### src/lmpd_pkg.sv
// shared types and constants for the lcg minimum pair difference block
`default_nettype none

package lmpd_pkg;

    localparam int SEED_W  = 16;
    localparam int MUL_W   = 16;
    localparam int INC_W   = 16;
    localparam int MOD_W   = 16;
    localparam int COUNT_W = 9;
    localparam int GAP_W   = 16;

    localparam logic [GAP_W-1:0] GAP_MAX = {GAP_W{1'b1}};

    typedef struct packed {
        logic [SEED_W-1:0]  seed;
        logic [MUL_W-1:0]   multiplier;
        logic [INC_W-1:0]   increment;
        logic [MOD_W-1:0]   modulus;
        logic [COUNT_W-1:0] count;
    } t_in_item;

    typedef struct packed {
        logic [GAP_W-1:0] min_difference;
        logic             no_pair;
    } t_out_item;

endpackage

`default_nettype wire

### src/lmpd_mod_unit.sv
// bit-serial restoring remainder unit, one dividend bit per cycle
`default_nettype none

module lmpd_mod_unit
    import lmpd_pkg::*;
#(
    parameter int DIVIDEND_W = 33
) (
    input  wire logic                  i_clk,
    input  wire logic                  i_rst_n,
    input  wire logic                  i_start,
    input  wire logic [DIVIDEND_W-1:0] i_dividend,
    input  wire logic [MOD_W-1:0]      i_divisor,
    output logic                       o_done,
    output logic [MOD_W-1:0]           o_remainder
);

    localparam int CNT_W = $clog2(DIVIDEND_W + 1);

    logic [DIVIDEND_W-1:0] r_shift;
    logic [MOD_W-1:0]      r_rem;
    logic [CNT_W-1:0]      r_cnt;
    logic                  r_busy;
    logic                  r_done;

    logic [MOD_W:0] trial;
    logic [MOD_W:0] trial_sub;
    logic           fits;

    // shift the next dividend bit into the partial remainder
    always_comb begin
        trial     = {r_rem, r_shift[DIVIDEND_W-1]};
        trial_sub = trial - {1'b0, i_divisor};
        fits      = (trial >= {1'b0, i_divisor});
    end

    always_ff @(posedge i_clk) begin
        if (!i_rst_n) begin
            r_busy <= 1'b0;
            r_done <= 1'b0;
            r_cnt  <= '0;
        end else begin
            r_done <= 1'b0;
            if (i_start) begin
                r_busy <= 1'b1;
                r_cnt  <= CNT_W'(DIVIDEND_W);
            end else if (r_busy) begin
                r_cnt <= r_cnt - CNT_W'(1);
                if (r_cnt == CNT_W'(1)) begin
                    r_busy <= 1'b0;
                    r_done <= 1'b1;
                end
            end
        end
    end

    always_ff @(posedge i_clk) begin
        if (i_start) begin
            r_shift <= i_dividend;
            r_rem   <= '0;
        end else if (r_busy) begin
            r_shift <= r_shift << 1;
            r_rem   <= fits ? trial_sub[MOD_W-1:0] : trial[MOD_W-1:0];
        end
    end

    assign o_done      = r_done;
    assign o_remainder = r_rem;

endmodule

`default_nettype wire

### config.mk
export PLATFORM = sky130hd
export DESIGN_NAME = lmpd_mod_unit
export DESIGN_NICKNAME = d
export VERILOG_FILES = /design/src/lmpd_pkg.sv /design/src/lmpd_mod_unit.sv
export SDC_FILE = /design/constraint.sdc
export NUM_CORES = 1
export LEC_CHECK = 0
export BUFFER_PORTS_ARGS = -buffer_cell sky130_fd_sc_hd__buf_4
export CAP_MARGIN = 20
export CORE_MARGIN = 10
export CORE_UTILIZATION = 46
export CTS_CLUSTER_SIZE = 24
export DETAILED_ROUTE_END_ITERATION = 8
export PLACE_DENSITY = 0.82
export SYNTH_ARGS = -nofsm -noshare
export SYNTH_HDL_FRONTEND = slang
export SYNTH_SLANG_ARGS = --single-unit
### constraint.sdc
create_clock -name i_clk -period 2.6 [get_ports i_clk]
set_input_delay 0.39 -clock i_clk [delete_from_list [all_inputs] [get_ports i_clk]]
set_output_delay 0.39 -clock i_clk [all_outputs]
set_load 0.02 [all_outputs]
-- Word-level counts from Yosys, hierarchy flattened
Index checks and enable logic that the tools add are counted.
- register bits: 57
- bits of input ports: 52
- add/subtract/negate cells: 2
- $lt $le $gt $ge: 1
- eq/ne operators: 1
- muxes and demuxes: 9
- bitwise gates (word level): 2
- reductions and logical operators: 3
- operator list (operator ; number):
    2-to-1 mux 33 bit ; 2
    >= comparator 17 x 16 -> 1 bit ; 1
    2-to-1 mux 16 bit ; 1
    subtractor 16 bit ; 1
    2-to-1 mux 6 bit ; 2
    equality test 6 x 1 -> 1 bit (second input constant) ; 1
    subtractor 6 x 1 -> 6 bit (second input constant) ; 1
    2-to-1 mux 1 bit ; 4
    OR reduction 3 bit ; 1
    inverter 1 bit ; 2
    nonzero test 2 bit ; 1
    OR reduction 2 bit ; 1

-- Longest topological paths before layout
Gate-level depths: netlist of run 1.
- depth in word-level cells: 4
- mapped depth: 11
- depth with buffers taken out: 11

-- Worst setup path before layout of run 1
Ideal clock, no wire load.
- kind: reg2reg
- start: register r_shift[32]
- end: register r_rem[14] (netlist: o_remainder[14])
- library setup time: 69 ps
- arrival: 2429 ps
- setup slack: 102 ps
- cell stages (with the launch flop): 12
- path buffers: 0
- clock period less this slack: 2498 ps
- path through: edfxtp_1 -> inv_1 -> ha_1 -> inv_1 -> fa_1 -> a21o_1 -> a221o_1 -> o32ai_2 -> mux2i_1 -> a21oi_2 -> xor2_1 -> o21ai_1
- cells in the longest elaborated chain, start to end: 2
- elaborated cells between the ends (all ways): 3
- those cells by class: 1 x add/sub; 1 x order compare; 1 x mux
- RTL lines (item ; line ; RTL):
    start: declaration ; lmpd_mod_unit.sv:20 ; logic [DIVIDEND_W-1:0] r_shift;
    start signal: assignment ; lmpd_mod_unit.sv:59 ; r_shift <= i_dividend;
    start signal: assignment ; lmpd_mod_unit.sv:62 ; r_shift <= r_shift << 1;
    subtractor 16 bit / >= comparator 17 x 16 -> 1 bit (equally long branches) ; lmpd_mod_unit.sv:33, lmpd_mod_unit.sv:34 ;
    2-to-1 mux 16 bit * ; lmpd_mod_unit.sv:63 ; r_rem <= fits ? trial_sub[MOD_W-1:0] : trial[MOD_W-1:0];
    end signal: assignment ; lmpd_mod_unit.sv:63 ;
    end: declaration ; lmpd_mod_unit.sv:21 ; logic [MOD_W-1:0] r_rem;
Every way passes the cells marked *; elsewhere a longest branch is shown, timed or not.
A chain may end at the register's enable or synchronous reset.

-- Worst setup path after layout of run 1
Ends and elaborated chain as after synthesis.

==> results of run 1 <==
[how the worst max path moves through the flow]
stage | start | end | slack [ns] | depth (start not counted)
6_report | r_shift[32] | o_remainder[14] | 0.006 | 11
5_1_grt | r_shift[32] | o_remainder[14] | -0.14 | 11
4_1_cts | r_shift[32] | o_remainder[14] | 0.02 | 11
3_5_place_dp | i_divisor[0] | o_remainder[14] | -0.11 | 11
3_3_place_gp | i_divisor[0] | o_remainder[14] | -0.08 | 11
2_1_floorplan | r_shift[32] | o_remainder[14] | 0.10 | 11
[cell families (layout without fill, tap and decap cells)]
family	after synthesis	after routing	synth area share
XOR/XNOR	15	15	0.0398
multiplexers	38	38	0.127
flip-flops	57	57	0.445
adder cells (fa/ha/maj)	19	19	0.0742
buffers and inverters	35	119	0.0466
AND/OR/NAND/NOR	76	76	0.115
AO/OA/AOI/OAI	68	68	0.152
[state kept, by name (all words and copies together) (netlist names)]
name,flops
r_busy,1
r_cnt,6
o_done,1
r_shift,33
o_remainder,16
[power groups by stage]
stage / registers, mW / clock network, mW / logic (mW)
2_1_floorplan: 1.14 / 0 / 0.411
4_1_cts: 1.10 / 0.810 / 0.647
3_3_place_gp: 1.12 / 0 / 0.622
3_5_place_dp: 1.12 / 0 / 0.635
5_1_grt: 1.12 / 0.853 / 0.724
6_report: 1.10 / 0.798 / 0.658
[cell usage after synthesis, drive strengths merged (3+ instances only)]
library cell  count
xnor2            10
nand2b            7
nor2             25
nand2            16
o211ai            3
mux2             32
buf               5
ha               18
a21o              6
nand3             4
mux2i             6
a31oi             4
a311oi            5
edfxtp           33
clkbuf            8
or2               3
dfxtp            24
inv              21
a21oi            17
xor2              5
o21a              4
a211oi            8
o21ai             5
nor3              4
and2              4
[stage by stage]
| step | utilization | setup TNS [ns] | setup WS, ns |
|---|---|---|---|
| 5_1_grt | 0.608 | -0.324 | -0.145 |
| 4_1_cts | 0.605 | 0 | 0.0180 |
| 2_1_floorplan | - | 0 | 0.102 |
| 6_report | 0.608 | 0 | 0.00587 |
| 3_5_place_dp | 0.575 | -0.203 | -0.108 |
| 3_3_place_gp | 0.575 | -0.121 | -0.0802 |
[layout make-up]
class | instances | area, µm²
Multi-Input combinational cell | 216 | 1690
Clock inverter | 6 | 60.1
Sequential cell | 57 | 1470
Fill cell | 595 | 2690
Clock buffer | 10 | 128
Timing Repair Buffer | 81 | 621
Inverter | 22 | 82.6
Tap cell | 96 | 120
[critical path: stages (launching register included)]
cell	delay, ns
sky130_fd_sc_hd__edfxtp_1	0.39
sky130_fd_sc_hd__inv_1	0.08
sky130_fd_sc_hd__ha_2	0.18
sky130_fd_sc_hd__inv_2	0.04
sky130_fd_sc_hd__fa_2	0.33
sky130_fd_sc_hd__a21o_1	0.20
sky130_fd_sc_hd__a221o_1	0.42
sky130_fd_sc_hd__o32ai_2	0.29
sky130_fd_sc_hd__mux2i_1	0.26
sky130_fd_sc_hd__a21oi_2	0.08
sky130_fd_sc_hd__xor2_1	0.14
sky130_fd_sc_hd__o21ai_1	0.13
[routing by layer]
layer	share of wire	wire, µm	vias to the layer above
met5	0	0	-
met2	0.48	3820	77
met4	0.023	179	0
li1	-	-	1289
met3	0.047	370	15
met1	0.45	3510	1229
[repair_timing]
item                       in CTS  in global routing
resized for setup               2                  3
hold buffers                    0                  0
setup endpoints to repair       2                  4
setup buffers                   1                  2
pin swaps                       2                  6
==> tab_implementation.tex, run 1 <==
\begin{tabular}{lr}
\hline
Metric & Value \\
\hline
\multicolumn{2}{l}{\textbf{Clock network}} \\
\quad Num Clock Sinks & 57 \\
\quad Worst skew pair latency & 0.33 ns \\
\quad CTS root buf & sky130\_fd\_sc\_hd\_\_clkbuf\_8 \\
\quad Number of buffers created by CTS & 9 \\
\quad Number of H-tree levels & 3 \\
\quad CTS clock-pin slew for the worst setup and hold paths & 0.06 ns \\
\quad CTS tree & built \\
\quad Maximum count of clock buffers along a single path & 2 \\
\multicolumn{2}{l}{\textbf{Cells and area}} \\
\quad Most used cells in the layout excluding fill and tap cells & sky130\_fd\_sc\_hd\_\_buf\_4, sky130\_fd\_sc\_hd\_\_edfxtp\_1, sky130\_fd\_sc\_hd\_\_mux2\_2, sky130\_fd\_sc\_hd\_\_nor2\_1, sky130\_fd\_sc\_hd\_\_dfxtp\_1 \\
\quad Layout Nets & 458 \\
\quad Cell area after layout & 4180 µm² \\
\quad Proportion of layout cells with a drive suffix above 1 & 0.365 \\
\quad Layout overhead on the synthesized area & 26.4\% \\
\quad Final standard cell count with taps included and fillers excluded & 488 \\
\quad Ant. Diodes & 0 \\
\quad Commonest non-fill, non-tap cell in the layout & sky130\_fd\_sc\_hd\_\_buf\_4 \\
\multicolumn{2}{l}{\textbf{Worst setup path}} \\
\quad Endpoint arrival time on the critical path & 2.85 ns \\
\quad Required time worst endpoint & 2.86 ns \\
\quad Worst flop-to-flop path startpoint & r\_shift[32] \\
\quad Worst reg-to-reg setup slack & 0.006 ns \\
\quad Type of origin of the critical path & register \\
\quad Setup Crit Path Kind & reg -> reg \\
\quad Worst reg2reg endpoint & o\_remainder[14] \\
\quad Worst Reg2Reg Path Length in Cells & 11 \\
\quad CP endpoint kind & register \\
\quad Highest net fanout along the worst path & 4 \\
\multicolumn{2}{l}{\textbf{Floorplanning}} \\
\quad Area of the core & 6870 µm² \\
\quad Number of ports placed on the die boundary & 69 \\
\quad Full die area & 11000 µm² \\
\quad Die outline width & 105 µm \\
\quad Initial cell density of the core & 0.481 \\
\quad Row count & 30 \\
\quad Die height & 105 µm \\
\multicolumn{2}{l}{\textbf{Placed design}} \\
\quad \# port buffers & 68 \\
\quad Routability congestion estimate from global placement & 0.865 \\
\quad Placed cell areas & 3950 µm² \\
\quad Placed wire-length estimate after detailed placement & 5580 µm \\
\quad Cell count after placement & 469 \\
\multicolumn{2}{l}{\textbf{Power}} \\
\quad Sequential share of power & 0.431 \\
\quad Switching power as a share of total power & 0.290 \\
\quad Power density normalized to cell area & 613 nW/µm² \\
\quad Portion of total power attributed to the clock network & 0.312 \\
\quad Combinational power share & 0.257 \\
\quad Cell-internal power & 1.82 mW \\
\quad Total chip power & 2.56 mW \\
\quad Switching power summed over all nets & 0.741 mW \\
\quad Peak supply drop & 0.263 mV \\
\quad Leakage component of the power & 1.75 nW \\
\multicolumn{2}{l}{\textbf{Min path}} \\
\quad Hold Startpoint & i\_rst\_n \\
\quad Path class of the lowest-slack min-delay path & in -> reg \\
\quad Number of cells traversed by the worst hold path & 2 \\
\quad Hold Path End & r\_cnt[0] \\
\multicolumn{2}{l}{\textbf{STA}} \\
\quad RSZ-0062 raised after global routing & yes \\
\quad Tightest hold margin & 0.297 ns \\
\quad Worst clock skew & 0.0111 ns \\
\quad Slew of the pin with the lowest slew margin & 0.747 ns \\
\quad Total setup violations reported at the end of the flow & 0 \\
\quad Part of the cycle the worst path needs & 0.998 \\
\quad Clock period minus final worst setup slack & 2.59 ns \\
\quad Number of hold violations in the final report & 0 \\
\quad Max-Slew Margin vs Limit & 0.502 \\
\quad Max Freq & 0.385 GHz \\
\quad Number of max-slew violations in the final report & 0 \\
\multicolumn{2}{l}{\textbf{Logic synthesis}} \\
\quad Synth warn & 0 \\
\quad Sequential-to-total area share from yosys stat & 0.445 \\
\quad Distinct cell type count of the synthesized netlist & 57 \\
\quad Share of async-settable or async-resettable flops after synthesis & 0 \\
\quad Syn avg cell area & 10.7 µm² \\
\quad Area share of the largest cell type after synthesis & 0.300 \\
\quad Count of state elements after synthesis & 57 \\
\quad Top FF cell, synth & sky130\_fd\_sc\_hd\_\_edfxtp\_1 \\
\quad Number of instances in the synthesized netlist & 308 \\
\quad Most area-consuming cells after synthesis & sky130\_fd\_sc\_hd\_\_edfxtp\_1, sky130\_fd\_sc\_hd\_\_dfxtp\_1, sky130\_fd\_sc\_hd\_\_mux2\_2, sky130\_fd\_sc\_hd\_\_ha\_1, sky130\_fd\_sc\_hd\_\_nor2\_1 \\
\quad Cell accounting for the most synthesized area & sky130\_fd\_sc\_hd\_\_edfxtp\_1 \\
\quad Net count after synthesis & 379 \\
\quad EDFF count, synth & 33 \\
\quad Mapped Area & 3300 µm² \\
\multicolumn{2}{l}{\textbf{Global route}} \\
\quad Vias in the first global route & 2686 \\
\quad Total GRT Usage & 0.142 \\
\quad Maximum number of pins on one net before global-route repair & 36 \\
\quad Initial antenna violation count & 0 \\
\quad Peak-usage layer in the global routing report & met2 \\
\quad Overall overflow remaining after global route & 0 \\
\quad Met3 global-route usage & 0.0399 \\
\quad Global-route track usage on met1 & 0.176 \\
\quad Global-route wire length before repair & 12900 µm \\
\quad Met2 GRT Util & 0.229 \\
\multicolumn{2}{l}{\textbf{Route}} \\
\quad First-pass DRT Iterations & 4 \\
\quad Antenna-violating nets left & 0 \\
\quad DRT iter0 DRCs & 149 \\
\quad DRC errors left & 0 \\
\quad Vias/cell & 5.35 \\
\quad Routed WL per cell & 16.1 µm \\
\quad Routed via count & 2610 \\
\quad Final WL & 7880 µm \\
\multicolumn{2}{l}{\textbf{Outcome}} \\
\quad Result of the run & finished, final reports clean \\
\multicolumn{2}{l}{\textbf{Flow run}} \\
\quad Count of max-cap constraint violations & 0 \\
\hline
\end{tabular}
(Power assumes the default switching activity.)
==> run 2, diff against run 1 <==
Settings changed: PLACE_DENSITY 0.82 to 0.79.
Clock period 2.6 ns to 3.3 ns, I/O delays scaled along.
==> run 2 against run 1 <==
Net effect:
- design area fell by 2.4%
- setup slack better by 0.58 ns
- register-to-register slack improved by 0.58 ns
- maximum frequency fell by 4.5%
- critical endpoint unchanged
==> tab_implementation.tex, run 2 (same netlist as run 1, synthesis figures left out) <==
\begin{tabular}{lr}
\hline
Metric & Value \\
\hline
\multicolumn{2}{l}{\textbf{STA}} \\
\quad Max-Slew Margin vs Limit & 0.508 \\
\quad Slew of the pin with the lowest slew margin & 0.738 ns \\
\quad Clock period minus final worst setup slack & 2.72 ns \\
\quad Total setup violations reported at the end of the flow & 0 \\
\quad Worst clock skew & 0.00713 ns \\
\quad Max Freq & 0.368 GHz \\
\quad Number of max-slew violations in the final report & 0 \\
\quad Part of the cycle the worst path needs & 0.823 \\
\quad RSZ-0062 raised after global routing & no \\
\quad Setup Total Neg Slack & 0 ns \\
\quad Number of hold violations in the final report & 0 \\
\quad Least setup slack across all paths after layout & 0.583 ns \\
\multicolumn{2}{l}{\textbf{Cells and area}} \\
\quad Commonest non-fill, non-tap cell in the layout & sky130\_fd\_sc\_hd\_\_buf\_4 \\
\quad Layout overhead on the synthesized area & 23.3\% \\
\quad Top reg by flops & r\_shift \\
\quad Filler cells & 590 \\
\quad Number of flip-flops in the largest register & 33 \\
\quad Final standard cell count with taps included and fillers excluded & 477 \\
\quad Ant. Diodes & 0 \\
\quad Layout Nets & 447 \\
\quad Proportion of layout cells with a drive suffix above 1 & 0.333 \\
\quad Most used cells in the layout excluding fill and tap cells & sky130\_fd\_sc\_hd\_\_buf\_4, sky130\_fd\_sc\_hd\_\_edfxtp\_1, sky130\_fd\_sc\_hd\_\_mux2\_2, sky130\_fd\_sc\_hd\_\_nor2\_1, sky130\_fd\_sc\_hd\_\_dfxtp\_1 \\
\multicolumn{2}{l}{\textbf{Power}} \\
\quad Leakage component of the power & 1.70 nW \\
\quad Power density normalized to cell area & 488 nW/µm² \\
\quad Peak supply drop & 0.210 mV \\
\multicolumn{2}{l}{\textbf{Global route}} \\
\quad Maximum number of pins on one net before global-route repair & 37 \\
\quad Total GRT Usage & 0.135 \\
\quad Vias in the first global route & 2531 \\
\quad Global-route wire length before repair & 12200 µm \\
\quad Overall overflow remaining after global route & 0 \\
\quad Initial antenna violation count & 0 \\
\multicolumn{2}{l}{\textbf{Worst setup path}} \\
\quad Type of origin of the critical path & register \\
\quad Required time worst endpoint & 3.56 ns \\
\quad CP endpoint kind & register \\
\quad Worst reg-to-reg setup slack & 0.58 ns \\
\quad Highest net fanout along the worst path & 4 \\
\quad Setup Crit Path Kind & reg -> reg \\
\quad Endpoint arrival time on the critical path & 2.98 ns \\
\multicolumn{2}{l}{\textbf{Placed design}} \\
\quad Placed wire-length estimate after detailed placement & 5420 µm \\
\quad Routability congestion estimate from global placement & 0.866 \\
\quad \# port buffers & 68 \\
\quad Cell count after placement & 461 \\
\quad Worst setup slack after placement & 0.472 ns \\
\multicolumn{2}{l}{\textbf{Clock network}} \\
\quad CTS clock-pin slew for the worst setup and hold paths & 0.07 ns \\
\quad Setup fix buffers added after clock tree synthesis & 0 \\
\quad CTS root buf & sky130\_fd\_sc\_hd\_\_clkbuf\_8 \\
\quad Number of buffers created by CTS & 9 \\
\quad Worst skew pair latency & 0.33 ns \\
\quad Num Clock Sinks & 57 \\
\quad Number of H-tree levels & 3 \\
\quad Number of resized instances in the post-cts repair step & 0 \\
\quad Maximum count of clock buffers along a single path & 2 \\
\quad CTS tree & built \\
\quad Number of buffers added to fix hold violations after cts & 0 \\
\multicolumn{2}{l}{\textbf{Floorplanning}} \\
\quad Die outline width & 105 µm \\
\quad Die height & 105 µm \\
\quad Number of ports placed on the die boundary & 69 \\
\quad Row count & 30 \\
\quad Full die area & 11000 µm² \\
\quad Area of the core & 6870 µm² \\
\quad Initial cell density of the core & 0.481 \\
\multicolumn{2}{l}{\textbf{Route}} \\
\quad DRC errors left & 0 \\
\quad DRT iter0 DRCs & 95 \\
\quad First-pass DRT Iterations & 4 \\
\quad Vias/cell & 5.29 \\
\quad Routed via count & 2523 \\
\quad Routed WL per cell & 15.7 µm \\
\quad Antenna-violating nets left & 0 \\
\quad Final WL & 7470 µm \\
\multicolumn{2}{l}{\textbf{Outcome}} \\
\quad Result of the run & finished, final reports clean \\
\multicolumn{2}{l}{\textbf{Flow run}} \\
\quad Count of max-cap constraint violations & 0 \\
\multicolumn{2}{l}{\textbf{Min path}} \\
\quad Path class of the lowest-slack min-delay path & in -> reg \\
\hline
\end{tabular}
==> run 2: final timing paths <==
kind | cells after the start | endpoint | startpoint
max | 11 | o_remainder[14] | r_shift[32]
min | 2 | r_cnt[0] | i_rst_n
max reg2reg | 11 | o_remainder[14] | r_shift[32]
min reg2reg | 2 | r_cnt[1] | r_cnt[1]
==> run 2: final cells by class <==
| class | instances | area [µm²] | area share |
|---|---|---|---|
| multi-input cells | 216 | 1680 | 0.412 |
| flip-flops and latches | 57 | 1470 | 0.361 |
| repair buffers | 70 | 526 | 0.129 |
| clock buffers | 9 | 124 | 0.0304 |
| well taps | 96 | 120 | 0.0295 |
| inverters | 22 | 82.6 | 0.0203 |
| clock inverters | 7 | 71.3 | 0.0175 |
==> run 2: power breakdown <==
group	switching, mW	leakage, nW	total [mW]	internal (mW)
Sequential	0.0378	0.529	0.870	0.832
Clock	0.297	0.0929	0.643	0.347
Combinational	0.250	1.08	0.476	0.226
Total	0.584	1.70	1.99	1.40
==> run 2: metal layers <==
layer	vias to the layer above	wire [µm]	track usage
met5	-	0	0
met4	0	120	0.0471
met3	8	316	0.0485
met2	57	3440	0.209
met1	1187	3600	0.171
li1	1271	-	-
==> run 2: worst max-delay path, stage by stage (launching register included) <==
cell and delay (ns):
sky130_fd_sc_hd__edfxtp_1 0.39, sky130_fd_sc_hd__inv_1 0.07, sky130_fd_sc_hd__ha_1 0.16, sky130_fd_sc_hd__inv_1 0.06, sky130_fd_sc_hd__fa_1 0.39, sky130_fd_sc_hd__a21o_1 0.21
sky130_fd_sc_hd__a221o_1 0.39, sky130_fd_sc_hd__o32ai_2 0.37, sky130_fd_sc_hd__mux2i_1 0.27, sky130_fd_sc_hd__a21oi_2 0.08, sky130_fd_sc_hd__xor2_1 0.14, sky130_fd_sc_hd__o21ai_1 0.12
==> run 2: per-stage QoR <==
| step | utilization | area (µm²) | power, mW | hold WS [ns] |
|---|---|---|---|---|
| finish | 0.593 | 4070 | 1.99 | 0.392 |
| global route | 0.593 | 4070 | 2.09 | 0.394 |
| CTS | 0.593 | 4070 | 2.00 | 0.384 |
| detailed placement | 0.565 | 3880 | 1.36 | 0.484 |
| global placement | 0.565 | 3880 | 1.34 | 0.483 |
| floorplan | - | 3300 | 1.22 | 0.469 |
